File: src/rtl/texel_format_to_rgba8_decoder_unit_assert.svh
// Assertion macros shared by the texel decoder RTL.
// Each macro expands to a labeled concurrent assertion in simulation and
// to nothing in synthesis.
`ifndef TEXEL_FORMAT_TO_RGBA8_DECODER_UNIT_ASSERT_SVH
`define TEXEL_FORMAT_TO_RGBA8_DECODER_UNIT_ASSERT_SVH

`ifndef SYNTHESIS
// Same-cycle implication
`define TFD_ASSERT_IMP(name, ck, rs, ante, cons) \
  name: assert property (@(posedge ck) disable iff (rs) (ante) |-> (cons)) \
    else $error("tfd: same-cycle check failed");
// Next-cycle implication
`define TFD_ASSERT_NXT(name, ck, rs, ante, cons) \
  name: assert property (@(posedge ck) disable iff (rs) (ante) |=> (cons)) \
    else $error("tfd: next-cycle check failed");
`else
`define TFD_ASSERT_IMP(name, ck, rs, ante, cons)
`define TFD_ASSERT_NXT(name, ck, rs, ante, cons)
`endif

`endif

File: src/rtl/tfd_pkg.sv
package tfd_pkg;

  // Format byte codes
  localparam logic [7:0] FMT_RGBA16_A = 8'h00;
  localparam logic [7:0] FMT_RGBA16_B = 8'h08;
  localparam logic [7:0] FMT_RGBA16_C = 8'h10;
  localparam logic [7:0] FMT_CI4_A    = 8'h40;
  localparam logic [7:0] FMT_CI4_B    = 8'h50;
  localparam logic [7:0] FMT_CI8      = 8'h48;
  localparam logic [7:0] FMT_IA4      = 8'h60;
  localparam logic [7:0] FMT_IA8      = 8'h68;
  localparam logic [7:0] FMT_IA16     = 8'h70;
  localparam logic [7:0] FMT_I4_A     = 8'h80;
  localparam logic [7:0] FMT_I4_B     = 8'h90;
  localparam logic [7:0] FMT_I8       = 8'h88;

  // Input command codes
  localparam logic CMD_PAL_WRITE = 1'b0;
  localparam logic CMD_TEXEL     = 1'b1;

  // Opaque green for formats that are not decoded
  localparam logic [31:0] RGBA_BAD = 32'h00FF00FF;

  // Output queue depth and its count width
  localparam int OUTQ_DEPTH = 4;
  localparam int OUTQ_AW    = 2;
  localparam int OUTQ_CW    = 3;

  typedef enum logic [3:0] {
    K_RGBA16, K_CI4, K_CI8, K_IA4, K_IA8, K_IA16, K_I4, K_I8, K_BAD
  } texel_kind_t;

  typedef enum logic [1:0] {
    ST_FIRST  = 2'b01,
    ST_SECOND = 2'b10
  } front_state_t;

  // One texel slot on its way from the issue stage to the output queue
  typedef struct packed {
    logic        valid;
    logic        is_ci;
    logic        idx_ok;
    logic        last;
    logic [31:0] rgba;
  } slot_t;

  // One queued result word
  typedef struct packed {
    logic        last;
    logic [31:0] rgba;
  } out_word_t;

  function automatic texel_kind_t decode_kind(input logic [7:0] fmt);
    texel_kind_t k;
    case (fmt)
      FMT_RGBA16_A, FMT_RGBA16_B, FMT_RGBA16_C: k = K_RGBA16;
      FMT_CI4_A, FMT_CI4_B:                     k = K_CI4;
      FMT_CI8:                                  k = K_CI8;
      FMT_IA4:                                  k = K_IA4;
      FMT_IA8:                                  k = K_IA8;
      FMT_IA16:                                 k = K_IA16;
      FMT_I4_A, FMT_I4_B:                       k = K_I4;
      FMT_I8:                                   k = K_I8;
      default:                                  k = K_BAD;
    endcase
    return k;
  endfunction

  function automatic logic two_texel(input texel_kind_t k);
    return (k == K_CI4) || (k == K_IA4) || (k == K_I4);
  endfunction

  // RGBA5551 to RGBA8 packed R,G,B,A from the top byte down; low color bits zero, alpha bit replicated
  function automatic logic [31:0] expand_5551(input logic [15:0] v);
    return {v[15:11], 3'b000, v[10:6], 3'b000, v[5:1], 3'b000, {8{v[0]}}};
  endfunction

  function automatic logic [31:0] gray(input logic [7:0] i, input logic [7:0] a);
    return {i, i, i, a};
  endfunction

  // Texel value for every format that needs no palette
  function automatic logic [31:0] plain_texel(input texel_kind_t k,
                                              input logic [15:0] w,
                                              input logic second);
    logic [3:0]  nib;
    logic [31:0] t;
    nib = second ? w[3:0] : w[7:4];
    case (k)
      K_RGBA16: t = expand_5551(w);
      K_IA4:    t = gray({nib[3:1], 5'b00000}, {8{nib[0]}});
      K_IA8:    t = gray({w[7:1], 1'b0}, {8{w[0]}});
      K_IA16:   t = gray(w[15:8], w[7:0]);
      K_I4:     t = gray({nib, 4'b0000}, 8'hFF);
      K_I8:     t = gray(w[7:0], 8'hFF);
      K_CI4, K_CI8: t = '0;
      default:  t = RGBA_BAD;
    endcase
    return t;
  endfunction

endpackage

File: src/rtl/tfd_front.sv
`include "texel_format_to_rgba8_decoder_unit_assert.svh"

module tfd_front
  import tfd_pkg::*;
#(
  parameter int PALETTE_DEPTH = 256
) (
  input  logic                             clk,
  input  logic                             rst,
  input  logic [7:0]                       format_code,
  input  logic                             in_valid,
  output logic                             in_ready,
  input  logic                             in_command,
  input  logic [7:0]                       in_index,
  input  logic [15:0]                      in_word,
  input  logic                             room,
  output logic                             ram_we,
  output logic [$clog2(PALETTE_DEPTH)-1:0] ram_waddr,
  output logic [31:0]                      ram_wdata,
  output logic                             ram_re,
  output logic [$clog2(PALETTE_DEPTH)-1:0] ram_raddr,
  output slot_t                            slot
);

  localparam int IW = $clog2(PALETTE_DEPTH);

  front_state_t state;
  front_state_t state_next;
  texel_kind_t  hold_kind;
  logic [7:0]   hold_byte;

  logic         accept;
  logic         issue;
  logic         second;
  texel_kind_t  kind_cur;
  logic [15:0]  word_cur;
  logic [3:0]   nib;
  logic [7:0]   idx8;
  logic         idx_ok;
  logic         is_ci;
  logic         wr_ok;

  // Handshake: new words only in the first slot and with queue room
  assign in_ready = (state == ST_FIRST) && room;
  assign accept   = in_valid && in_ready;
  assign second   = (state == ST_SECOND);

  // Select the slot source: incoming word or the held low byte
  assign kind_cur = second ? hold_kind : decode_kind(format_code);
  assign word_cur = second ? {8'h00, hold_byte} : in_word;
  assign nib      = second ? word_cur[3:0] : word_cur[7:4];
  assign idx8     = (kind_cur == K_CI8) ? word_cur[7:0] : {4'h0, nib};
  assign idx_ok   = ({1'b0, idx8} < 9'(PALETTE_DEPTH));
  assign is_ci    = (kind_cur == K_CI4) || (kind_cur == K_CI8);

  assign issue = second ? room : (accept && (in_command == CMD_TEXEL));

  // Palette write port
  assign wr_ok     = ({1'b0, in_index} < 9'(PALETTE_DEPTH));
  assign ram_we    = accept && (in_command == CMD_PAL_WRITE) && wr_ok;
  assign ram_waddr = in_index[IW-1:0];
  assign ram_wdata = expand_5551(in_word);

  // Palette read port, data lines up with the slot register
  assign ram_re    = issue && is_ci && idx_ok;
  assign ram_raddr = idx8[IW-1:0];

  // Next state
  always_comb begin
    state_next = state;
    case (state)
      ST_FIRST: begin
        if (accept && (in_command == CMD_TEXEL) && two_texel(kind_cur)) begin
          state_next = ST_SECOND;
        end
      end
      ST_SECOND: begin
        if (room) begin
          state_next = ST_FIRST;
        end
      end
      default: state_next = ST_FIRST;
    endcase
  end

  // Advance the state and load the slot
  always_ff @(posedge clk) begin
    if (rst) begin
      state      <= ST_FIRST;
      slot.valid <= 1'b0;
    end else begin
      state      <= state_next;
      slot.valid <= issue;
      if (issue) begin
        slot.is_ci  <= is_ci;
        slot.idx_ok <= idx_ok;
        slot.last   <= second || !two_texel(kind_cur);
        slot.rgba   <= plain_texel(kind_cur, word_cur, second);
      end
    end
  end

  // Hold the low byte for the second nibble
  always_ff @(posedge clk) begin
    if (accept) begin
      hold_kind <= kind_cur;
      hold_byte <= in_word[7:0];
    end
  end

  `TFD_ASSERT_NXT(a_pair_enters_second, clk, rst,
    accept && (in_command == CMD_TEXEL) && two_texel(kind_cur), state == ST_SECOND)
  `TFD_ASSERT_IMP(a_ram_ports_apart, clk, rst, ram_we, !ram_re)
  `TFD_ASSERT_IMP(a_state_onehot, clk, rst, 1'b1, $onehot(state))

endmodule

File: config.mk
export PLATFORM = sky130hd
export DESIGN_NAME = tfd_front
export DESIGN_NICKNAME = d
export VERILOG_FILES = /design/src/rtl/tfd_pkg.sv /design/src/rtl/tfd_front.sv
export VERILOG_INCLUDE_DIRS = /design/src /design/src/rtl
export SDC_FILE = /design/constraint.sdc
export NUM_CORES = 1
export LEC_CHECK = 0
export BUFFER_PORTS_ARGS = -buffer_cell sky130_fd_sc_hd__clkbuf_2
export CAP_MARGIN = 10
export CORE_UTILIZATION = 48
export CTS_CLUSTER_DIAMETER = 100
export DETAILED_ROUTE_END_ITERATION = 16
export GPL_ROUTABILITY_DRIVEN = 0
export PLACE_DENSITY = 0.89
export SLEW_MARGIN = 30
export SYNTH_ARGS = -nofsm -noshare
export SYNTH_HDL_FRONTEND = slang
export SYNTH_SLANG_ARGS = --single-unit
File: constraint.sdc
create_clock -name clk -period 5.1 [get_ports clk]
set_clock_uncertainty 0.1 [all_clocks]
set_input_delay 1.53 -clock clk [delete_from_list [all_inputs] [get_ports clk]]
set_output_delay 1.53 -clock clk [all_outputs]
set_load 0.02 [all_outputs]
# Word level (Yosys, flattened, before mapping)
# Cells that the tools add are included.
# W data, S select, Z words.
[op_classes]
eq_ne = 22
n_mux = 10
bitwise_logic = 2
n_reduce_logical = 19
[op_table]
columns = ["cell", "count"]
rows = [
  ["$pmux W32 S7", 1],
  ["$eq A8 B7 Y1 const B", 6],
  ["$pmux W4 S8", 1],
  ["$eq A8 B8 Y1 const B", 3],
  ["$eq A4 B3 Y1 const B", 4],
  ["$mux W16", 1],
  ["$eq A4 B2 Y1 const B", 2],
  ["$eq A8 B4 Y1 const B", 1],
  ["$eq A8 B5 Y1 const B", 1],
  ["$logic_not A8 Y1", 1],
  ["$mux W4", 2],
  ["$mux W8", 1],
  ["$logic_and A1 B1 Y1", 6],
  ["$reduce_or A2 Y1", 3],
  ["$eq A4 B1 Y1 const B", 1],
  ["$logic_not A4 Y1", 1],
  ["$logic_or A1 B1 Y1", 4],
  ["$mux W2", 2],
  ["$pmux W2 S2", 1],
  ["$reduce_and A2 Y1", 2],
  ["$reduce_or A3 Y1", 1],
  ["$eq A2 B1 Y1 const B", 1],
  ["$eq A2 B2 Y1 const B", 1],
  ["$ne A2 B1 Y1 const B", 1],
  ["other kinds (4)", 5],
]
[totals]
ff_bits = 49
inputBits = 37
out_inout_bits = 87
elab_cells = 60

# Logic depth before layout (Yosys ltp)
[depth]
ltp_word = 10
ltp_mapped = 10
mapped_depth_nobuf = 8

# Worst setup path before layout
# OpenSTA, ideal clock, no wires.
[synth_path]
path_kind = "input port to output port"
startpoint = "in format_code[3]"
endpoint = "out ram_raddr[0]"
t_arrival_ns = 3.287
required_time_ns = 3.470
path_slack_ns = 0.183
path_stages = 8
path_buffers = 3
path_cell_list = "buf_4 -> xnor2_1 -> or3_1 -> o211a_1 -> buf_6 -> or3_1 -> buf_6 -> mux2i_1"
[synth_via]
elab_chain_cells = 6
elab_cells_between_ends = 19
cone_classes = "eq/ne: 12; mux: 3; reduce/logical: 4"
[synth_lines]
columns = ["element", "line", "source"]
rows = [
  ["start: declaration", "tfd_front.sv:10", "input logic [7:0] format_code,"],
  ["$eq A8 B4 Y1 (tied with other cells)", "tfd_pkg.sv:55", "case (fmt)"],
  ["$reduce_or A3 Y1 or $reduce_or A2 Y1 (tied branches)", "tfd_pkg.sv:55", ""],
  ["$pmux W4 S8 *", "tfd_pkg.sv:55", ""],
  ["$mux W4 *", "tfd_front.sv:49", "assign kind_cur = second ? hold_kind : decode_kind(format_code);"],
  ["$eq A4 B2 Y1 *", "tfd_front.sv:52", "assign idx8 = (kind_cur == K_CI8) ? word_cur[7:0] : {4'h0, nib};"],
  ["$mux W8 *", "tfd_front.sv:52", ""],
  ["end: declaration", "tfd_front.sv:21", "output logic [$clog2(PALETTE_DEPTH)-1:0] ram_raddr,"],
]
# Mark *: on every way between the ends. The rest lies on a longest branch, timed or not.

# Worst setup path in the final report
[layout_path]
startpoint = "in format_code[2]"
endpoint = "out ram_raddr[1]"
# Same word-level chain as after synthesis.

==> key figures <==
Run status
  – Status: complete, no violations

Die
  – Die area: between 6000 and 7000 um^2
  – Ports: approximately 120
  – Initial Util: 0.505
  – Die Height: roughly 80 um
  – Die Wd: 78.6 um
  – Cell Rows: 27
  – Core area: roughly 5600 um^2

Setup path
  – CP Cell Sequence: clkbuf_2, nor4_4, nand2_1, o211a_1, or3_4, mux2i_1, clkbuf_2
  – R2R Setup Slk: ~2400 ps
  – Critical path's most frequent cell: clkbuf_2
  – Worst-path fanout max: 9
  – Crit path max-delay family: simple AND/OR/NAND/NOR gates
  – Critical path class: in -> out
  – Startpoint Class: input pin
  – CP Capture Type: output pin
  – Slowest cell on the critical path: or3_4
  – Critical Path RT: about 3500 ps
  – Worst path max stage delay: 440 ps
  – Crit path buffers/inverters: 2
  – Crit path DAT: 3300 ps

Synthesis
  – Syn_area_per_cell: between 10 and 15 um^2
  – Post-synth EDFFs: 43
  – Xor/xnor share of the synthesized area: 0.00890
  – Post-Synth Adder-Cell Area: 0
  – Multiplexer area fraction after synthesis: 0.0360
  – Cells after synthesis: between 200 and 300
  – Post-synthesis compound-gate area fraction: 0.154
  – Synthesis-stage register bit count: 46
  – Simple-gate portion of the synthesized area: 0.170
  – Distinct cells, synth: 47
  – FFs w/ async S/R, synth: 0
  – Mapped cell area: around 2800 um^2
  – Largest family of logic cells by synthesized area: simple AND/OR/NAND/NOR gates
  – Main synth FF type: edfxtp_1
  – Sequential share of the synthesized area: 0.480
  – Syn. warnings: 0

Global route
  – Vias in the first global route: between 2000 and 2500
  – Largest net degree at the start of global routing: 32
  – Antenna violations before repair: 0
  – Grt ovf: 0
  – First-pass GRT wire length: 10.2 mm
  – Global-route usage over all layers: 0.215

Power
  – Power Total: around 0.00079 W
  – Max IR drop VDD: ~130 uV
  – Pwr Density: approximately 250 nW/um^2
  – Leak: between 1 and 1.5 nW

Hold path
  – Tightest Hold Check Type: reg -> reg

Clock tree
  – CTS Buf Count: 5
  – Clock latency on the worst-skew pair: approximately 300 ps
  – Clock tree root driver cell: clkbuf_8
  – Worst-path clk slew: ~80 ps
  – Clock Path Buffers: 2
  – TritonCTS clock tree: built
  – Post-cts resize count: 0
  – Clk sinks: 46
  – Postcts setup bufs: 0
  – # hold bufs at CTS: 0
  – H-tree lvl count: 2

STA
  – Post-route setup TNS: 0 ps
  – Slew Limit Headroom: 0.480
  – Unrepaired setup endpoints after global routing: no
  – Max Slew Vio Count: 0
  – Final worst slack: approximately 170 ps
  – # setup viols final: 0
  – Fin. Hold Viols: 0
  – Max Clk Rate: roughly 0.20 GHz
  – Final period util: 0.967
  – Min Tclk post-route: roughly 5000 ps
  – Worst slew pin tran: 774 ps

Run
  – Max_cap viols: 0

Route
  – Antenna Violating Nets Remaining: 0
  – DRC Markers: 0
  – DR WL/cell: between 15 and 20 um
  – Initial DRC Count: around 270
  – Final wirelength: around 6.6 mm
  – Drt first pass iters: 5
  – Vias: roughly 2400
  – Via-to-Cell Ratio: between 5 and 6

Place
  – Port Buf Inserts: between 90 and 100
  – Placed Cells: around 410
  – Final HPWL DP: ~4.9 mm
  – Place WS: between 20 and 25 ps

Final layout
  – Ant diodes: 0
  – Layout cell share with drive strength beyond 1: 0.360
  – Commonest non-fill, non-tap cells in the layout: 97 x clkbuf_2, 43 x edfxtp_1, 25 x nand2_1
  – Area Overhead vs Synth: 14.4%
  – Fin nets: 380
  – Non-filler cells, final: roughly 420
  – Commonest non-fill, non-tap cell in the layout: clkbuf_2
  – Final core utilization: 0.577
report_power, final:
group	switching, W	internal [W]	total [W]
Clock	0.000121	0.000146	0.000267
Combinational	0.0000707	0.0000303	0.000101
Sequential	0.00000265	0.000419	0.000421
registers in the layout, summed over array words and instances, names as in the netlist:
register and cells:
slot 32, hold_byte 8, hold_kind 4, state 2
metal layers:
metal  share of wire  global-route usage  vias to the layer above
li1                -                   -                     1107
met1            0.39               0.278                     1108
met2            0.47               0.349                      185
met3            0.10              0.0407                       32
met4           0.031              0.0981                        0
met5               0                   0                        -
cell families (layout without fill, tap and decap cells):
family                    Yosys count  after routing
muxes                              10             10
other                               2             10
AOI/OAI and AO/OA                  62             62
xor gates and xnor gates            2              2
and+or+nand+nor                    96             96
buffers and inverters              60            118
DFF                                46             46
Yosys cell counts (all sizes together) (3+ instances only):
library cell / n / area (um^2)
a21o: 4 / 30.0
a21oi: 13 / 68.8
a31oi: 3 / 18.8
a32oi: 4 / 35.0
and2: 6 / 37.5
buf: 51 / 383
clkbuf: 4 / 15.0
dfxtp: 3 / 60.1
edfxtp: 43 / 1290
inv: 5 / 18.8
mux2i: 9 / 90.1
nand2: 25 / 93.8
nand2b: 4 / 25.0
nand3: 20 / 100
nand4: 3 / 18.8
nor2: 20 / 82.6
nor3: 6 / 30.0
o211ai: 13 / 97.6
o21a: 3 / 22.5
o21ai: 9 / 45.0
o221ai: 3 / 26.3
or3: 4 / 25.0
through the flow:
stage | instance area [um^2] | hold slack, ps
after global placement | 3080 | 519
after global routing | 3220 | 588
after CTS | 3200 | 564
final | 3220 | 558
after floorplan | 2840 | 496
after detailed placement | 3080 | 537
path summary, 6_finish.rpt:
check | cells after the start | start | end
max reg2reg | 8 | state[0] | slot[19]
max | 7 | format_code[2] | ram_raddr[1]
min reg2reg | 1 | hold_kind[2] | hold_kind[2]
min | 1 | hold_kind[2] | hold_kind[2]
layout make-up:
class,instances,area [um^2]
sequential,46,1350
tap,72,90.1
multi-input combinational,180,1100
timing repair buffer,105,546
inverter,5,18.8
clock inverter,3,45.0
clock buffer,5,68.8
fill,498,2360
(Power assumes the default switching activity.)
