===== config.mk =====
export PLATFORM = sky130hd
export DESIGN_NAME = tfd_outq
export DESIGN_NICKNAME = d
export VERILOG_FILES = /design/src/rtl/tfd_pkg.sv /design/src/rtl/tfd_outq.sv
export VERILOG_INCLUDE_DIRS = /design/src /design/src/rtl
export SDC_FILE = /design/constraint.sdc
export NUM_CORES = 1
export LEC_CHECK = 0
export ABC_CLOCK_PERIOD_IN_PS = 5050
export BUFFER_PORTS_ARGS = -buffer_cell sky130_fd_sc_hd__buf_2
export CAP_MARGIN = 10
export CORE_AREA = 2 2 97 99
export CTS_CLUSTER_DIAMETER = 30
export DETAILED_ROUTE_END_ITERATION = 10
export DIE_AREA = 0 0 99 101
export PLACE_DENSITY = 0.83
export SLEW_MARGIN = 20
export SYNTH_ARGS = -nofsm -noshare
export SYNTH_HDL_FRONTEND = slang
export SYNTH_SLANG_ARGS = --single-unit

===== constraint.sdc =====
create_clock -name clk -period 5.05 [get_ports clk]
set_clock_uncertainty 0.2 [all_clocks]
set_input_delay 0 -clock clk [delete_from_list [all_inputs] [get_ports clk]]
set_output_delay 0 -clock clk [all_outputs]
set_load 0.02 [all_outputs]

===== src/rtl/texel_format_to_rgba8_decoder_unit_assert.svh =====
// Assertion macros shared by the texel decoder RTL.
// Each macro expands to a labeled concurrent assertion in simulation and
// to nothing in synthesis.
`ifndef TEXEL_FORMAT_TO_RGBA8_DECODER_UNIT_ASSERT_SVH
`define TEXEL_FORMAT_TO_RGBA8_DECODER_UNIT_ASSERT_SVH

`ifndef SYNTHESIS
// Same-cycle implication
`define TFD_ASSERT_IMP(name, ck, rs, ante, cons) \
  name: assert property (@(posedge ck) disable iff (rs) (ante) |-> (cons)) \
    else $error("tfd: same-cycle check failed");
// Next-cycle implication
`define TFD_ASSERT_NXT(name, ck, rs, ante, cons) \
  name: assert property (@(posedge ck) disable iff (rs) (ante) |=> (cons)) \
    else $error("tfd: next-cycle check failed");
`else
`define TFD_ASSERT_IMP(name, ck, rs, ante, cons)
`define TFD_ASSERT_NXT(name, ck, rs, ante, cons)
`endif

`endif


===== src/rtl/tfd_pkg.sv =====
package tfd_pkg;

  // Format byte codes
  localparam logic [7:0] FMT_RGBA16_A = 8'h00;
  localparam logic [7:0] FMT_RGBA16_B = 8'h08;
  localparam logic [7:0] FMT_RGBA16_C = 8'h10;
  localparam logic [7:0] FMT_CI4_A    = 8'h40;
  localparam logic [7:0] FMT_CI4_B    = 8'h50;
  localparam logic [7:0] FMT_CI8      = 8'h48;
  localparam logic [7:0] FMT_IA4      = 8'h60;
  localparam logic [7:0] FMT_IA8      = 8'h68;
  localparam logic [7:0] FMT_IA16     = 8'h70;
  localparam logic [7:0] FMT_I4_A     = 8'h80;
  localparam logic [7:0] FMT_I4_B     = 8'h90;
  localparam logic [7:0] FMT_I8       = 8'h88;

  // Input command codes
  localparam logic CMD_PAL_WRITE = 1'b0;
  localparam logic CMD_TEXEL     = 1'b1;

  // Opaque green for formats that are not decoded
  localparam logic [31:0] RGBA_BAD = 32'h00FF00FF;

  // Output queue depth and its count width
  localparam int OUTQ_DEPTH = 4;
  localparam int OUTQ_AW    = 2;
  localparam int OUTQ_CW    = 3;

  typedef enum logic [3:0] {
    K_RGBA16, K_CI4, K_CI8, K_IA4, K_IA8, K_IA16, K_I4, K_I8, K_BAD
  } texel_kind_t;

  typedef enum logic [1:0] {
    ST_FIRST  = 2'b01,
    ST_SECOND = 2'b10
  } front_state_t;

  // One texel slot on its way from the issue stage to the output queue
  typedef struct packed {
    logic        valid;
    logic        is_ci;
    logic        idx_ok;
    logic        last;
    logic [31:0] rgba;
  } slot_t;

  // One queued result word
  typedef struct packed {
    logic        last;
    logic [31:0] rgba;
  } out_word_t;

  function automatic texel_kind_t decode_kind(input logic [7:0] fmt);
    texel_kind_t k;
    case (fmt)
      FMT_RGBA16_A, FMT_RGBA16_B, FMT_RGBA16_C: k = K_RGBA16;
      FMT_CI4_A, FMT_CI4_B:                     k = K_CI4;
      FMT_CI8:                                  k = K_CI8;
      FMT_IA4:                                  k = K_IA4;
      FMT_IA8:                                  k = K_IA8;
      FMT_IA16:                                 k = K_IA16;
      FMT_I4_A, FMT_I4_B:                       k = K_I4;
      FMT_I8:                                   k = K_I8;
      default:                                  k = K_BAD;
    endcase
    return k;
  endfunction

  function automatic logic two_texel(input texel_kind_t k);
    return (k == K_CI4) || (k == K_IA4) || (k == K_I4);
  endfunction

  // RGBA5551 to RGBA8 packed R,G,B,A from the top byte down; low color bits zero, alpha bit replicated
  function automatic logic [31:0] expand_5551(input logic [15:0] v);
    return {v[15:11], 3'b000, v[10:6], 3'b000, v[5:1], 3'b000, {8{v[0]}}};
  endfunction

  function automatic logic [31:0] gray(input logic [7:0] i, input logic [7:0] a);
    return {i, i, i, a};
  endfunction

  // Texel value for every format that needs no palette
  function automatic logic [31:0] plain_texel(input texel_kind_t k,
                                              input logic [15:0] w,
                                              input logic second);
    logic [3:0]  nib;
    logic [31:0] t;
    nib = second ? w[3:0] : w[7:4];
    case (k)
      K_RGBA16: t = expand_5551(w);
      K_IA4:    t = gray({nib[3:1], 5'b00000}, {8{nib[0]}});
      K_IA8:    t = gray({w[7:1], 1'b0}, {8{w[0]}});
      K_IA16:   t = gray(w[15:8], w[7:0]);
      K_I4:     t = gray({nib, 4'b0000}, 8'hFF);
      K_I8:     t = gray(w[7:0], 8'hFF);
      K_CI4, K_CI8: t = '0;
      default:  t = RGBA_BAD;
    endcase
    return t;
  endfunction

endpackage


===== src/rtl/tfd_outq.sv =====
`include "texel_format_to_rgba8_decoder_unit_assert.svh"

module tfd_outq
  import tfd_pkg::*;
(
  input  logic               clk,
  input  logic               rst,
  input  logic               push,
  input  out_word_t          push_word,
  output logic [OUTQ_CW-1:0] count,
  output logic               out_valid,
  input  logic               out_ready,
  output out_word_t          out_word
);

  out_word_t          entries [OUTQ_DEPTH];
  logic [OUTQ_AW-1:0] wr_ptr;
  logic [OUTQ_AW-1:0] rd_ptr;
  logic               pop;

  assign out_valid = (count != '0);
  assign pop       = out_valid && out_ready;
  assign out_word  = entries[rd_ptr];

  // Advance pointers and occupancy
  always_ff @(posedge clk) begin
    if (rst) begin
      wr_ptr <= '0;
      rd_ptr <= '0;
      count  <= '0;
    end else begin
      if (push) begin
        wr_ptr <= wr_ptr + 1'b1;
      end
      if (pop) begin
        rd_ptr <= rd_ptr + 1'b1;
      end
      count <= count + OUTQ_CW'(push) - OUTQ_CW'(pop);
    end
  end

  // Store the pushed word
  always_ff @(posedge clk) begin
    if (push) begin
      entries[wr_ptr] <= push_word;
    end
  end

  `TFD_ASSERT_IMP(a_no_push_when_full, clk, rst, push, count != OUTQ_CW'(OUTQ_DEPTH))
  `TFD_ASSERT_NXT(a_push_shows_word, clk, rst, push && (count == '0), out_valid)
  `TFD_ASSERT_IMP(a_count_bound, clk, rst, 1'b1, count <= OUTQ_CW'(OUTQ_DEPTH))

endmodule


# [Word-level counts from Yosys, hierarchy flattened]
# Memories as Yosys holds them, arrays and structs flattened. A register that Yosys moved wholly into a read port is not among the register bits.
# Cells that the tools add are included.
[word_totals] mem_bits_rw=132 out_inout_bits=37 register_bits=7 word_cells=14 memories=1
[memory_table] name="entries" words=4 word_bits=33 read_ports=1 rd_ports_with_merged_regs=1 write_ports=1 line_no="tfd_outq.sv:16" rtl="out_word_t entries [OUTQ_DEPTH];"
[op_classes] add_sub_neg=4 n_reduce_logical=2 muxes=4
[op_table] operator="2-bit by 1-bit adder with 2-bit output, second input constant" count=2
[op_table] operator="2-bit 2-to-1 mux" count=2
[op_table] operator="3-bit by 1-bit adder with 3-bit output" count=1
[op_table] operator="3-bit nonzero test" count=1
[op_table] operator="3-bit by 1-bit subtractor with 3-bit output" count=1
[op_table] operator="1-bit 2-to-1 mux" count=2
[op_table] operator="1-bit logical AND" count=1

# [Logic depth before layout (Yosys ltp)]
# Gate-level depths: netlist of run 1.
[depth] word_depth=4 depth_mapped=7 depth_no_buf=7

# [Least setup slack after synthesis of run 1]
# OpenSTA, ideal clock, no wires.
[synth_path] path_kind="flip-flop to flip-flop" startpoint="reg count[1]" endpoint="reg count[2]" required_time_ns=4.724 path_stages_with_launch=8 path_slack_ns=2.923 setup_time_ns=0.126 arrival_time_ns=1.801 cell_sequence="dfxtp_1 -> o31a_1 -> ha_1 -> inv_1 -> ha_1 -> fa_1 -> xor3_1 -> nor2_1"
[synth_via] elab_chain_len=3
[synth_lines] item="start, declared" line_no="tfd_outq.sv:10" rtl="output logic [OUTQ_CW-1:0] count,"
[synth_lines] item="start signal, assigned" line_no="tfd_outq.sv:38" rtl="count <= count + OUTQ_CW'(push) - OUTQ_CW'(pop);"
[synth_lines] item="3-bit nonzero test" line_no="tfd_outq.sv:21" rtl="assign out_valid = (count != '0);"
[synth_lines] item="1-bit logical AND" line_no="tfd_outq.sv:22" rtl="assign pop = out_valid && out_ready;"
[synth_lines] item="named net pop" line_no="tfd_outq.sv:19" rtl="logic pop;"
[synth_lines] item="3-bit by 1-bit subtractor with 3-bit output" line_no="tfd_outq.sv:38"
# The timed path passes the listed nets, and every way through them passes these cells.
# A chain may end at the register's enable or synchronous reset.

==> results.sh, run 1 <==
export IMPL_die_x_um=99
export IMPL_setup_viol=0
export IMPL_remaining_drc_errors=0
export IMPL_yosysWarnings=0
export IMPL_drt_initial_drc_count=215
export IMPL_status="finished, final reports clean"
export IMPL_gp_congestion=0.705
export IMPL_slew_violations=0
export IMPL_ys_ff_latch=141
export IMPL_hold_viol=0
export IMPL_period_minus_slack_ns=2.39
export IMPL_portBuffers=73
export IMPL_num_vias=2590
export IMPL_dieHeight_um=101
export IMPL_worstSkewPairLatency_ns=0.51
export IMPL_nets=383
export IMPL_synthCells=218
export IMPL_avgRoutedWirePerCell_um=20.5
export IMPL_power_leakage_uw=0.00236
export IMPL_cts_max_path_buffers=2
export IMPL_wl_um=9510
export IMPL_start_util=0.588
export IMPL_antenna_found_initial=0
export IMPL_drive_gt1_frac=0.406
export IMPL_area_delta_synth_final_pct=26.7
export IMPL_rows=35
export IMPL_layout_common_cells="132 x edfxtp_1, 73 x buf_2, 37 x dlygate4sd3_1"
export IMPL_io_pins=74
export IMPL_p_total_uw=3290
export IMPL_crit_path_end_kind="output pin"
export IMPL_max_freq_ghz=0.418
export IMPL_final_common_cell="edfxtp_1"
export IMPL_cts_sinks=141
export IMPL_slew_limit_headroom=0.390
export IMPL_n_antenna_cell=0
export IMPL_min_path_type="primary input to flip-flop"
export IMPL_core_area_um2=8980
export IMPL_synthesis_area_um2=5280
export IMPL_grt_total_usage=0.205
export IMPL_crit_type="flip-flop to output pin"
export IMPL_clk_pin_slew_worst_paths_ns=0.06
export IMPL_start_kind="flip-flop"
export IMPL_rsz0062_at_grt="no"
export IMPL_gr_total_overflow=0
export IMPL_drv_cap=0
export IMPL_crit_path_max_fanout=33
export IMPL_yosysSeqAreaShare=0.785
export IMPL_fin_tns_setup_ns=0
export IMPL_drt_pass1_iterations=4
export IMPL_ys_types=21
export IMPL_via_per_inst=5.59
export IMPL_cts_tree="yes"
export IMPL_peakVddDrop_mv=0.239
export IMPL_synth_fp_nets=262
export IMPL_clock_root_buffer="clkbuf_8"
export IMPL_dp_hpwl_um=4960
export IMPL_final_antenna_net_count=0
export IMPL_syn_avg_cell_area_um2=24.2
export IMPL_first_global_vias=2713
export IMPL_htreeDepth=4
export IMPL_numCtsBuffers=17
export IMPL_cp_arrival_ns=2.19
export IMPL_required_ns=4.85
export IMPL_dieArea_um2=10000
export IMPL_p_per_area_nw_per_um2=492
export IMPL_grt_start_max_net_pins=34
export IMPL_grt_pass1_wl_um=14700
export IMPL_cts_setup_buffers=0
export IMPL_worst_slew_pin_slew_ns=0.915
export IMPL_period_share=0.474
[cells in the mapped netlist]
cell	count	area (um2)
dfxtp_1	9	180
xnor2_1	1	8.76
inv_1	6	22.5
mux2_2	3	33.8
fa_1	1	20.0
nor2_1	5	18.8
and2_1	4	25.0
or3_1	1	6.26
mux4_2	30	676
o311ai_0	1	8.76
buf_6	1	11.3
nor2b_1	4	25.0
clkbuf_1	2	7.51
ha_1	6	75.1
mux2i_1	1	10.0
mux4_1	3	78.8
edfxtp_1	132	3960
buf_12	3	60.1
o31a_1	1	8.76
xor3_1	1	23.8
buf_2	3	15.0
[final timing paths]
kind           startpoint  slack, ns  cells after the start       endpoint
min          push_word[3]       0.04                      2  entries[0][3]
min reg2reg     wr_ptr[1]       0.35                      2      wr_ptr[1]
max             flip-flop       2.66                      3   out_word[32]
max reg2reg      count[1]       2.94                      7       count[2]
[through the flow]
stage          hold WS [ns]  utilization  instance area [um2]  std cells  setup slack [ns]
4_1_cts             0.00643        0.745                 6690        463              2.59
2_1_floorplan        -0.101            -                 5280        218              2.92
5_1_grt              0.0284        0.745                 6690        463              2.50
3_5_place_dp         0.0168        0.635                 5700        394              2.94
3_3_place_gp         0.0109        0.635                 5700        394              2.98
6_report             0.0379        0.745                 6690        463              2.66
[state kept, by name (all words and copies together) (netlist names), named ones only]
register  count
count         3
entries     132
rd_ptr        2
wr_ptr        2
[area by class of cell]
cell class              count  area (um2)
clock buffers              19         422
clock inverters            13         191
fillers                   469        2290
inverters                   6        22.5
multi-input cells          62        1020
flip-flops and latches    141        4150
well taps                 111         139
repair buffers            111         743
[metal layers]
| metal | GRT usage | wire length, um | up-vias |
|---|---|---|---|
| met2 | 0.327 | 4900 | 113 |
| met3 | 0.0589 | 576 | 19 |
| met5 | 0 | 0 | - |
| li1 | - | - | 1153 |
| met1 | 0.265 | 3780 | 1305 |
| met4 | 0.0980 | 252 | 0 |
[power by group]
| part | leakage (uW) | internal [uW] | switching, uW |
|---|---|---|---|
| clock | 0.000289 | 805 | 474 |
| combinational | 0.000782 | 287 | 323 |
| sequential | 0.00129 | 1350 | 44.3 |
[kinds of logic after synthesis]
family / synth area share
AOI/OAI and AO/OA: 0.00332
xor gates and xnor gates: 0.00616
adders and majority gates: 0.0180
buffers and inverters: 0.0220
DFF: 0.785
muxes: 0.151
and+or+nand+nor: 0.0142
[repair_timing]
action	in CTS	in global routing
endpoints found under the hold margin	141	0
resized for setup	0	0
hold buffers	37	0
[worst max-delay path, stage by stage, from the launching register on]
cell and delay [ns]:
dfxtp_2 0.31, buf_4 0.50, mux4_1 0.67, buf_2 0.18
No activity file was read; power rests on OpenSTA's default activity.
==> run 2, diff against run 1 <==
--- a/config.mk
+++ b/config.mk
@@ -6,14 +6,15 @@
 export SDC_FILE = /design/constraint.sdc
 export NUM_CORES = 1
 export LEC_CHECK = 0
-export ABC_CLOCK_PERIOD_IN_PS = 5050
+export ABC_AREA = 1
+export ABC_CLOCK_PERIOD_IN_PS = 2100
 export BUFFER_PORTS_ARGS = -buffer_cell sky130_fd_sc_hd__buf_2
 export CAP_MARGIN = 10
-export CORE_AREA = 2 2 97 99
+export CORE_AREA = 2 2 106 108
 export CTS_CLUSTER_DIAMETER = 30
 export DETAILED_ROUTE_END_ITERATION = 10
-export DIE_AREA = 0 0 99 101
-export PLACE_DENSITY = 0.83
+export DIE_AREA = 0 0 108 110
+export PLACE_DENSITY = 0.75
 export SLEW_MARGIN = 20
 export SYNTH_ARGS = -nofsm -noshare
 export SYNTH_HDL_FRONTEND = slang
==> constraint.sdc (replaced) <==
create_clock -name clk -period 2.1 [get_ports clk]
set_clock_uncertainty 0.2 [all_clocks]
set_input_delay 0 -clock clk [delete_from_list [all_inputs] [get_ports clk]]
set_output_delay 0 -clock clk [all_outputs]
set_load 0.02 [all_outputs]
==> results.sh, run 2 <==
export IMPL_status="finished, final reports clean"
export IMPL_dieArea_um2=11900
export IMPL_cpMaxStageDelayCell="dfxtp_2"
export IMPL_clock_root_buffer="clkbuf_8"
export IMPL_period_share=0.956
export IMPL_setup_viol=0
export IMPL_rows=38
export IMPL_cp_arrival_ns=1.81
export IMPL_ys_ff_latch=141
export IMPL_num_vias=3398
export IMPL_layout_common_cells="132 x edfxtp_1, 73 x buf_2, 72 x nor2_1"
export IMPL_final_antenna_net_count=0
export IMPL_n_antenna_cell=0
export IMPL_avgRoutedWirePerCell_um=16.2
export IMPL_core_area_um2=10700
export IMPL_worst_slew_pin_slew_ns=0.361
export IMPL_via_per_inst=5.22
export IMPL_peakVddDrop_mv=0.610
export IMPL_yosysTopAreaCell="edfxtp_1"
export IMPL_wl_um=10600
export IMPL_final_cell_count_no_fill=651
export IMPL_synthesis_area_um2=5380
export IMPL_rr_endpoint="count[2]"
export IMPL_io_pins=74
export IMPL_synthCells=380
export IMPL_portBuffers=73
export IMPL_htreeDepth=4
export IMPL_synth_common_cells="132 x edfxtp_1, 73 x nor2_1, 50 x o21ai_0"
export IMPL_slew_limit_headroom=0.759
export IMPL_hold_ws_ns=0.0297
export IMPL_dieHeight_um=110
export IMPL_cts_max_path_buffers=2
export IMPL_yosysSeqAreaShare=0.770
export IMPL_syn_avg_cell_area_um2=14.2
export IMPL_max_stage_delay_ns=0.39
export IMPL_reg_top3="entries: 132 flops, count: 3 flops"
export IMPL_drt_initial_drc_count=191
export IMPL_antenna_found_initial=0
export IMPL_period_minus_slack_ns=2.01
export IMPL_yosysMostFrequentCell="edfxtp_1"
export IMPL_reg2reg_slack_ns=0.12
export IMPL_r2r_start="count[1]"
export IMPL_crit_path_max_fanout=66
export IMPL_largest_reg_flops=132
export IMPL_synth_edf_count=132
export IMPL_pre_cts_slack_ns=0.0853
export IMPL_cts_tree="yes"
export IMPL_synth_ff_type="edfxtp_1"
export IMPL_drive_gt1_frac=0.235
export IMPL_grt_start_max_net_pins=67
export IMPL_synth_fp_nets=424
export IMPL_yosysWarnings=0
export IMPL_largest_register="entries"
export IMPL_cts_setup_buffers=0
export IMPL_synth_area_leaders="edfxtp_1 74%, nor2_1 5.1%, o21ai_0 4.7%, o22ai_1 3.8%, dfxtp_1 3.3%"
export IMPL_gp_congestion=0.704
export IMPL_remaining_drc_errors=0
export IMPL_ys_types=19
export IMPL_gr_total_overflow=0
export IMPL_power_leakage_uw=0.00253
export IMPL_grt_pass1_wl_um=16700
export IMPL_finalWorstSetupSlack_ns=0.0932
export IMPL_start_kind="flip-flop"
export IMPL_dp_hpwl_um=6030
export IMPL_cp_cell_sequence="buf_12 > o21ai_0 > o22ai_1 > buf_2"
export IMPL_synthArstFlopShare=0
export IMPL_crit_path_end_kind="output pin"
export IMPL_drt_pass1_iterations=4
export IMPL_endpoint="out_word[12]"
export IMPL_synth_top_cell_area_share=0.737
export IMPL_drv_cap=0
export IMPL_p_per_area_nw_per_um2=1170
export IMPL_min_path_type="primary input to flip-flop"
export IMPL_slew_violations=0
export IMPL_nets=543
export IMPL_final_common_cell="edfxtp_1"
export IMPL_rsz0062_at_grt="yes"
export IMPL_reg2reg_depth=9
export IMPL_max_freq_ghz=0.498
export IMPL_hold_viol=0
export IMPL_grt_total_usage=0.191
export IMPL_p_total_uw=8000
export IMPL_dp_cells=583
export IMPL_worstSkewPairLatency_ns=0.51
export IMPL_crit_type="flip-flop to output pin"
export IMPL_first_global_vias=3432
export IMPL_area_delta_synth_final_pct=27.4
export IMPL_cts_sinks=141
export IMPL_clk_pin_slew_worst_paths_ns=0.06
export IMPL_numCtsBuffers=17
export IMPL_die_x_um=108
export IMPL_required_ns=1.90
export IMPL_start_util=0.503
run 2: cell types whose count changed in the layout (fill, tap and decap cells not counted), moves of 4 or more:
| cell | delta |
|---|---|
| a21oi_1 | +4 |
| and2_2 | -4 |
| buf_12 | +5 |
| inv_1 | +6 |
| inv_2 | +4 |
| mux4_2 | -30 |
| nand2_1 | +12 |
| nor2_1 | +67 |
| nor2b_1 | -4 |
| o21ai_0 | +50 |
| o21ai_1 | +18 |
| o22ai_1 | +33 |
run 2: power breakdown:
part | switching, uW | total, uW | internal, uW
Combinational | 1260 | 1880 | 621
Clock | 1040 | 2820 | 1780
Sequential | 66.8 | 3300 | 3240
run 2: per-layer routing:
metal	global-route usage	share of wire
met1	0.225	0.41
met2	0.326	0.51
met3	0.0611	0.070
met4	0.0778	0.010
met5	0	0
run 2: how the worst min path moves through the flow:
stage	startpoint	end	slack [ns]	cells past startpoint
6_report	push_word[20]	entries[0][20]	0.03	2
5_1_grt	push_word[7]	entries[3][7]	0.02	2
4_1_cts	push_word[10]	entries[2][10]	0.005	2
3_5_place_dp	rst	count[0]	0.0001	2
3_3_place_gp	rst	count[1]	-0.007	2
2_1_floorplan	rst	count[0]	-0.13	1
run 2: final cells by class:
class,count,area (um2)
clock inverter,14,153
multi-input combinational,201,1010
clock buffer,17,414
inverter,18,77.6
tap,140,175
fill,751,3840
sequential,141,4150
timing repair buffer,120,881
run 2: timing repair:
item                                   CTS  global route
pin swaps                                0             1
cloned                                   0             0
endpoints found under the hold margin  252             0
hold buffers                            37             0
setup endpoints to repair               33            10
gates resized for setup                  5             7
run 2: per-stage QoR:
step,TNS (ns),util,area (um2)
after floorplan,0,-,5380
after CTS,0,0.639,6840
after detailed placement,0,0.550,5880
after global routing,-0.000248,0.641,6860
after global placement,0,0.550,5880
final,0,0.641,6860
run 2: worst max-delay path: cells and delay by family (launching register included):
| family | cells | cell delay (ns) |
|---|---|---|
| buffers and inverters | 2 | 0.50 |
| DFF | 1 | 0.39 |
| AOI/OAI and AO/OA | 2 | 0.38 |
run 2: cell families after synthesis:
logic type      after synthesis  share of synthesized area
flops                       141                      0.770
fa+ha+maj                     7                     0.0177
compound gates              107                      0.108
buf+inv                      38                     0.0433
simple gates                 87                     0.0612
==> run 3, diff against run 2 <==
--- a/config.mk
+++ b/config.mk
@@ -10,10 +10,12 @@
 export ABC_CLOCK_PERIOD_IN_PS = 2100
 export BUFFER_PORTS_ARGS = -buffer_cell sky130_fd_sc_hd__buf_2
 export CAP_MARGIN = 10
-export CORE_AREA = 2 2 106 108
+export CELL_PAD_IN_SITES_DETAIL_PLACEMENT = 0
+export CELL_PAD_IN_SITES_GLOBAL_PLACEMENT = 1
+export CORE_AREA = 2 2 89 155
 export CTS_CLUSTER_DIAMETER = 30
 export DETAILED_ROUTE_END_ITERATION = 10
-export DIE_AREA = 0 0 108 110
+export DIE_AREA = 0 0 91 157
 export PLACE_DENSITY = 0.75
 export SLEW_MARGIN = 20
 export SYNTH_ARGS = -nofsm -noshare
==> results.sh, run 3 (synthesis results as in run 2) <==
export IMPL_postPlaceCellArea_um2=5960
export IMPL_reg2reg_slack_ns=0.17
export IMPL_cts_max_path_buffers=2
export IMPL_p_per_area_nw_per_um2=1150
export IMPL_via_per_inst=5.04
export IMPL_core_area_um2=12900
export IMPL_start_kind="flip-flop"
export IMPL_reg_top3="entries: 132 flops, count: 3 flops"
export IMPL_grt_pass1_wl_um=17500
export IMPL_gp_congestion=0.733
export IMPL_max_freq_ghz=0.489
export IMPL_first_global_vias=3544
export IMPL_rsz0062_at_grt="yes"
export IMPL_peakVddDrop_mv=0.687
export IMPL_hold_end="count[0]"
export IMPL_period_share=0.974
export IMPL_start_util=0.416
export IMPL_period_minus_slack_ns=2.05
export IMPL_p_clk_frac=0.346
export IMPL_die_x_um=91
export IMPL_p_seq_frac=0.417
export IMPL_dp_hpwl_um=6490
export IMPL_final_cell_area_um2=6880
export IMPL_final_common_cell="edfxtp_1"
export IMPL_hold_viol=0
export IMPL_largest_reg_flops=132
export IMPL_portBuffers=73
export IMPL_swShare=0.305
export IMPL_p_sw_uw=2410
export IMPL_cp_arrival_ns=1.85
export IMPL_worstSkewPairLatency_ns=0.40
export IMPL_power_leakage_uw=0.00250
export IMPL_grt_total_usage=0.160
export IMPL_io_pins=74
export IMPL_required_ns=1.90
export IMPL_numCtsBuffers=17
export IMPL_gr_total_overflow=0
export IMPL_rows=55
export IMPL_slew_violations=0
export IMPL_r2r_start="count[1]"
export IMPL_cts_sinks=141
export IMPL_slew_limit_headroom=0.756
export IMPL_final_antenna_net_count=0
export IMPL_finalWorstSetupSlack_ns=0.0537
export IMPL_crit_path_max_fanout=32
export IMPL_cts_tree="yes"
export IMPL_p_total_uw=7890
export IMPL_drt_pass1_iterations=4
export IMPL_fin_util=0.531
export IMPL_area_delta_synth_final_pct=27.8
export IMPL_pre_cts_slack_ns=0.135
export IMPL_drt_initial_drc_count=243
export IMPL_clk_pin_slew_worst_paths_ns=0.06
export IMPL_dieHeight_um=157
export IMPL_dieArea_um2=14300
export IMPL_nets=544
export IMPL_drive_gt1_frac=0.230
export IMPL_crit_path_end_kind="output pin"
export IMPL_num_vias=3445
export IMPL_worst_slew_pin_slew_ns=0.365
export IMPL_htreeDepth=4
export IMPL_largest_register="entries"
export IMPL_avgRoutedWirePerCell_um=16.1
export IMPL_p_comb_frac=0.237
export IMPL_crit_type="flip-flop to output pin"
export IMPL_grt_start_max_net_pins=67
export IMPL_reg2reg_depth=9
export IMPL_remaining_drc_errors=0
export IMPL_layout_common_cells="132 x edfxtp_1, 73 x buf_2, 72 x nor2_1"
export IMPL_clock_root_buffer="clkbuf_16"
export IMPL_p_int_uw=5490
export IMPL_hold_start="rst"
export IMPL_status="finished, final reports clean"
export IMPL_wl_um=11000
export IMPL_n_antenna_cell=0
export IMPL_min_path_type="primary input to flip-flop"
export IMPL_drv_cap=0
export IMPL_rr_endpoint="count[2]"
export IMPL_setup_viol=0
export IMPL_antenna_found_initial=0
export IMPL_min_delay_path_depth=3
-- run 3: cell types whose count changed in the layout (fill, tap and decap cells not counted), sizes merged --
cell	change
buf	+2
bufinv	-2
clkbuf	+1
clkinv	+5
dlygate4sd3	-1
inv	-3
-- run 3: cell type report --
type	instances	area, um2
Fill cell	1137	6060
Timing Repair Buffer	121	891
Inverter	18	67.6
Tap cell	171	214
Clock buffer	18	429
Sequential cell	141	4150
Multi-Input combinational cell	201	1010
Clock inverter	14	123
-- run 3: metrics by stage --
| step | hold slack (ns) | std cells | TNS [ns] |
|---|---|---|---|
| global route | 0.126 | 684 | -0.0401 |
| detailed placement | -0.00275 | 616 | 0 |
| CTS | 0.0984 | 684 | 0 |
| floorplan | -0.129 | 380 | 0 |
| finish | 0.132 | 684 | 0 |
| global placement | -0.000930 | 616 | 0 |
-- run 3: worst max path at each step --
| stage | start | end | depth (start not counted) |
|---|---|---|---|
| after floorplan | count[1] | count[2] | 8 |
| after global placement | count[1] | count[2] | 8 |
| after detailed placement | count[1] | count[2] | 8 |
| after CTS | flip-flop | out_word[2] | 5 |
| after global routing | flip-flop | out_word[11] | 5 |
| final | flip-flop | out_word[2] | 5 |
-- run 3: critical path: stages, from the launching register on --
cell and delay [ns]:
dfxtp_2 0.34, inv_2 0.28, buf_12 0.23, o21ai_0 0.10
o22ai_1 0.25, buf_2 0.23
-- run 3: power by group through the flow --
stage               clock network, uW  logic [uW]  registers, uW
floorplan                           0        1250           3370
global placement                    0        1800           3340
detailed placement                  0        1840           3350
CTS                              2780        1900           3290
global route                     2900        2070           3310
finish                           2730        1870           3290
-- run 3: timing repair --
item | in CTS | in global routing
setup endpoints to repair | 0 | 3
gates resized for setup | 0 | 1
hold buffers | 36 | 0
buffers inserted | 0 | 0
hold endpoints to repair | 141 | 0
-- run 3: metal layers --
layer	track usage	wire length, um	up-vias
li1	-	-	1651
met2	0.296	5890	67
met1	0.174	4550	1715
met4	0.0620	177	0
met5	0	0	-
met3	0.0412	420	12
